## config.mk

```make
export PLATFORM = sky130hd
export DESIGN_NAME = txcon_ctrl
export DESIGN_NICKNAME = d
export VERILOG_FILES = /design/src/rtl/txcon_pkg.sv /design/src/rtl/txcon_ctrl.sv
export SDC_FILE = /design/constraint.sdc
export NUM_CORES = 1
export LEC_CHECK = 0
export BUFFER_PORTS_ARGS = -buffer_cell sky130_fd_sc_hd__buf_2
export CORE_AREA = 2 2 39 41
export DETAILED_ROUTE_END_ITERATION = 16
export DIE_AREA = 0 0 41 43
export GPL_TIMING_DRIVEN = 0
export SLEW_MARGIN = 20
export SYNTH_ARGS = -nofsm -noshare
export SYNTH_HDL_FRONTEND = slang
export SYNTH_SLANG_ARGS = --single-unit
```

## constraint.sdc

```tcl
create_clock -name clock -period 1.7 [get_ports clock]
set_input_delay 0.34 -clock clock [delete_from_list [all_inputs] [get_ports clock]]
set_output_delay 0.34 -clock clock [all_outputs]
set_load 0.02 [all_outputs]
```

## src/rtl/txcon_pkg.sv

```systemverilog
package txcon_pkg;

   localparam int COLUMNS_DEFAULT = 80;
   localparam int ROWS_DEFAULT    = 25;

   localparam int CSR_ADDR_WIDTH = 3;
   localparam int CSR_DATA_WIDTH = 32;

   // Register select is byte address bit 2 (one 32-bit register per word).
   localparam logic [0:0] REG_TEXT_ATTRIBUTE = 1'b0;

   localparam logic [7:0]  ATTR_RESET   = 8'h07;
   localparam logic [15:0] RESET_CELL   = 16'h0720;
   localparam logic [7:0]  BLANK_CHAR   = 8'h20;
   localparam logic [7:0]  NEWLINE_CHAR = 8'h0A;

   localparam logic [1:0] CMD_PUT   = 2'd0;
   localparam logic [1:0] CMD_CLEAR = 2'd1;
   localparam logic [1:0] CMD_READ  = 2'd2;

   typedef struct packed {
      logic [1:0]  command;
      logic [7:0]  character;
      logic [10:0] cell_index;
   } req_type;

   typedef struct packed {
      logic [15:0] cell_value;
      logic [4:0]  cursor_row;
      logic [6:0]  cursor_column;
      logic        scrolled;
   } rsp_type;

   typedef enum logic [1:0] {
      SWEEP_RESET,
      SWEEP_CLEAR,
      SWEEP_SCROLL
   } sweep_type;

   typedef enum logic [1:0] {
      RES_PLAIN,
      RES_SCROLLED,
      RES_CELL
   } result_type;

   typedef struct packed {
      logic       put;
      logic       clear;
      logic       read;
      logic       sweep_step;
      sweep_type  sweep_mode;
      logic       load_result;
      result_type res_kind;
   } dp_cmd_type;

   typedef struct packed {
      logic out_free;
      logic scroll_needed;
      logic sweep_last;
   } dp_status_type;

endpackage

```

## src/rtl/txcon_ctrl.sv

```systemverilog
module txcon_ctrl (
   input  logic                     clock,
   input  logic                     reset,
   input  logic                     req_valid,
   input  logic [1:0]               command,
   input  txcon_pkg::dp_status_type status,
   output logic                     req_stall,
   output txcon_pkg::dp_cmd_type    cmd
);

   typedef enum logic [2:0] {
      S_INIT,
      S_INIT_DRAIN,
      S_IDLE,
      S_SWEEP,
      S_SWEEP_DRAIN,
      S_READ
   } state_type;

   state_type              state_ff, state_in;
   txcon_pkg::sweep_type   mode_ff, mode_in;
   txcon_pkg::result_type  kind_ff, kind_in;
   logic                   idle_ok, accept;

   assign idle_ok   = (state_ff == S_IDLE) && status.out_free;
   assign req_stall = !idle_ok;
   assign accept    = idle_ok && req_valid;

   always_comb begin
      state_in = state_ff;
      mode_in  = mode_ff;
      kind_in  = kind_ff;
      cmd      = '0;
      cmd.sweep_mode = mode_ff;
      cmd.res_kind   = txcon_pkg::RES_PLAIN;
      unique case (state_ff)
         S_INIT: begin
            cmd.sweep_step = 1'b1;
            cmd.sweep_mode = txcon_pkg::SWEEP_RESET;
            if (status.sweep_last) begin
               state_in = S_INIT_DRAIN;
            end
         end
         S_INIT_DRAIN: begin
            state_in = S_IDLE;
         end
         S_IDLE: begin
            if (accept) begin
               unique case (command)
                  txcon_pkg::CMD_PUT: begin
                     cmd.put = 1'b1;
                     if (status.scroll_needed) begin
                        mode_in  = txcon_pkg::SWEEP_SCROLL;
                        kind_in  = txcon_pkg::RES_SCROLLED;
                        state_in = S_SWEEP;
                     end else begin
                        cmd.load_result = 1'b1;
                     end
                  end
                  txcon_pkg::CMD_CLEAR: begin
                     cmd.clear = 1'b1;
                     mode_in   = txcon_pkg::SWEEP_CLEAR;
                     kind_in   = txcon_pkg::RES_PLAIN;
                     state_in  = S_SWEEP;
                  end
                  txcon_pkg::CMD_READ: begin
                     cmd.read = 1'b1;
                     state_in = S_READ;
                  end
                  default: begin
                     cmd.load_result = 1'b1;
                  end
               endcase
            end
         end
         S_SWEEP: begin
            cmd.sweep_step = 1'b1;
            if (status.sweep_last) begin
               state_in = S_SWEEP_DRAIN;
            end
         end
         S_SWEEP_DRAIN: begin
            cmd.load_result = 1'b1;
            cmd.res_kind    = kind_ff;
            state_in        = S_IDLE;
         end
         S_READ: begin
            cmd.load_result = 1'b1;
            cmd.res_kind    = txcon_pkg::RES_CELL;
            state_in        = S_IDLE;
         end
         default: begin
            state_in = S_IDLE;
         end
      endcase
   end

   always_ff @(posedge clock) begin
      if (reset) begin
         state_ff <= S_INIT;
         mode_ff  <= txcon_pkg::SWEEP_RESET;
         kind_ff  <= txcon_pkg::RES_PLAIN;
      end else begin
         state_ff <= state_in;
         mode_ff  <= mode_in;
         kind_ff  <= kind_in;
      end
   end

endmodule

```

==> impl_results.md <==
* Vias post-DR at 457
* CP Max Fanout at 4
* TritonCTS clock tree: built
* Worst-Margin Slew at around 0.45 ns
* CTS buffer count at 3
* Time the worst path needs with I/O delays and setup at approximately 1.8 ns
* YS warnings at 0
* Worst vdd ir at about 0.2 mV
* PortBufs at 17
* Synthesized instance count at 50
* WL per Instance at about 12 um
* Core Area at 0.00138 sq mm
* Number of I/O pins at 18
* Overflow after GRT at 0
* Layout Skew at approximately 0.0068 ns
* DP Area at 519 sq um
* Post-synth EDFFs at 0
* Final period util at 1.03
* Leakage power at about 0.00029 uW
* Final Hold Viols at 0
* Worst path arrival time at 1.41 ns
* Clock Sink Count at 5
* # rows at 14
* Failing checks: setup timing
* Share of cells above drive strength 1 at 0.479
* Post-synth ARST share at 0
* CTS H-tree depth at 1
* PnR worst setup slack at -0.0543 ns
* Power density cells at between 600 and 700 mW/mm^2
* Global Route Usage Sum at 0.138
* Post-synthesis sequential area ratio at 0.246
* Hold_buf cts at 0
* Area delta synth->final at 52.6%
* Worst EP required at between 1 and 1.5 ns
* Critical Path Start Type: register
* Critical path class: register to primary output
* Total power at 382 uW
* Vias in the first global route at ~370
* Status: finished with violations
* Setup TNS at -0.145 ns
* Met2 Track Usage GR at 0.184
* Distinct cells, synth at 26
* HPWL Detailed at roughly 760 um
* Met1 Track Usage GR at 0.183
* Drt pass-1 iters at 4
* Via/cell ratio at 5.13
* Critical Path Max Stage Delay at 0.41 ns
* Number of max-cap violations at 0
* Max-slew violations at 0
* Fin cells at roughly 90
* Synth Cell Area at 407 sq um
* Fmax at 570 MHz
* Worst hold-check path type: primary input to register
* Starting Density at 0.294
* Endpoint class of the critical path: primary output
* Post-DRT Antenna Nets at 0
* Die ar. at about 0.0018 sq mm
* Mean Syn Cell Area at 8.13 sq um
* RSZ-0062 raised after global routing: true
* Crit-path cells: or3b_4, nor2_4, and2_1, buf_4
* Slew headroom at 0.698
* GRT Max-Usage Layer: met2
* Max Buffers Root-to-Sink at 2
* DR iter-0 viols at 7
* Largest net degree at the start of global routing at 11
* First-pass GRT wire length at around 1.6 mm
* Clock Latency Late Sink at 0.24 ns
* Final nets at 85
* Final Setup Violations at 4
* Die W at approximately 41 um
* Initial antenna violation count at 0
* Ant diodes at 0
* DRC Markers at 0
* Crit path max-delay cell type: or3b_4
* Final Instance Area at roughly 620 sq um
* Placed Cells at 83
* DRT Wirelength at roughly 1.0 mm
* CTS root buffer: clkbuf_4
* Top FF cell, synth: dfxtp_1
* Final Wtd Congestion at about 0.74
* Clock Pin Slew Worst Setup and Hold Paths at around 0.050 ns
* GR Layer Usage met3 at 0.0157
* Die Ht at 43 um
* Syn_nets at 61
* Flop and latch count out of synthesis at 5
[synth_stat cells (all sizes together), types with 2 or more instances]
library cell | count | area (sq um)
inv | 4 | 15.0
dfxtp | 5 | 100
nor3 | 4 | 20.0
nor2b | 4 | 25.0
clkbuf | 2 | 7.51
o32ai | 2 | 17.5
and2 | 4 | 25.0
ha | 3 | 37.5
nor2 | 5 | 18.8
[where the power goes]
| group | switching (uW) | internal [uW] |
|---|---|---|
| combinational | 67.1 | 49.1 |
| clock | 49.6 | 88.8 |
| sequential | 4.27 | 123 |
[worst max-delay path, delay by kind of cell, from the launching register on]
family / cells / cell delay [ns]
AND/OR/NAND/NOR: 3 / 0.69
buffers and inverters: 1 / 0.14
flip-flops: 1 / 0.34
[area by class of cell]
type,instances,area [sq um]
fillers,153,763
multi-input cells,39,324
repair buffers,19,118
flip-flops and latches,5,105
clock buffers,4,26.3
well taps,16,20.0
inverters,4,15.0
plain buffers,2,12.5
[metrics by stage]
stage | hold slack (ns) | utilization | setup WS [ns]
floorplan | 0.409 | - | 0.0681
global placement | 0.458 | 0.375 | -0.139
detailed placement | 0.464 | 0.375 | -0.164
CTS | 0.337 | 0.440 | -0.0455
global route | 0.379 | 0.448 | -0.0974
finish | 0.351 | 0.448 | -0.0543
[timing repair]
item | in CTS | in global routing
pin swaps | 6 | 1
gates resized for setup | 18 | 5
hold endpoints to repair | 0 | 0
endpoints found under the setup margin | 8 | 10
setup buffers | 1 | 1
[layout by cell type (no fill, tap or decap), types with 2 or more instances in the layout]
| master | netlist | layout |
|---|---|---|
| and2_1 | 4 | 2 |
| inv_1 | 4 | 3 |
| nor2_1 | 5 | 4 |
| buf_6 | 0 | 2 |
| buf_4 | 0 | 4 |
| clkbuf_4 | 0 | 4 |
| nor3_1 | 4 | 4 |
| ha_1 | 3 | 2 |
| and2_4 | 0 | 2 |
| dfxtp_1 | 5 | 3 |
| buf_2 | 0 | 13 |
| nor2b_1 | 4 | 3 |
[registers in the layout, summed over array words and instances, names as in the netlist]
signal,flops
kind_ff,1
mode_ff,1
state_ff,3
[layer usage]
layer | vias to the layer above | routed length, um
met1 | 202 | 452
met2 | 22 | 503
li1 | 231 | -
met5 | - | 0
met3 | 2 | 73
met4 | 0 | 14
[cell families (layout without fill, tap and decap cells)]
logic type,count (synthesis),count (layout),synth area share
XOR/XNOR,1,1,0.0215
AO/OA/AOI/OAI,9,9,0.178
flip-flops,5,5,0.246
adder cells (fa/ha/maj),3,3,0.0923
AND/OR/NAND/NOR,26,26,0.406
buffers and inverters,6,29,0.0554
[final timing paths]
path,end,cells after the start,startpoint,slack [ns]
max,cmd[8],4,state_ff[1],-0.05
min reg2reg,mode_ff[0],2,mode_ff[0],0.48
max reg2reg,kind_ff[0],3,state_ff[1],0.14
min,mode_ff[0],2,reset,0.35
No activity file was read; power rests on OpenSTA's default activity.
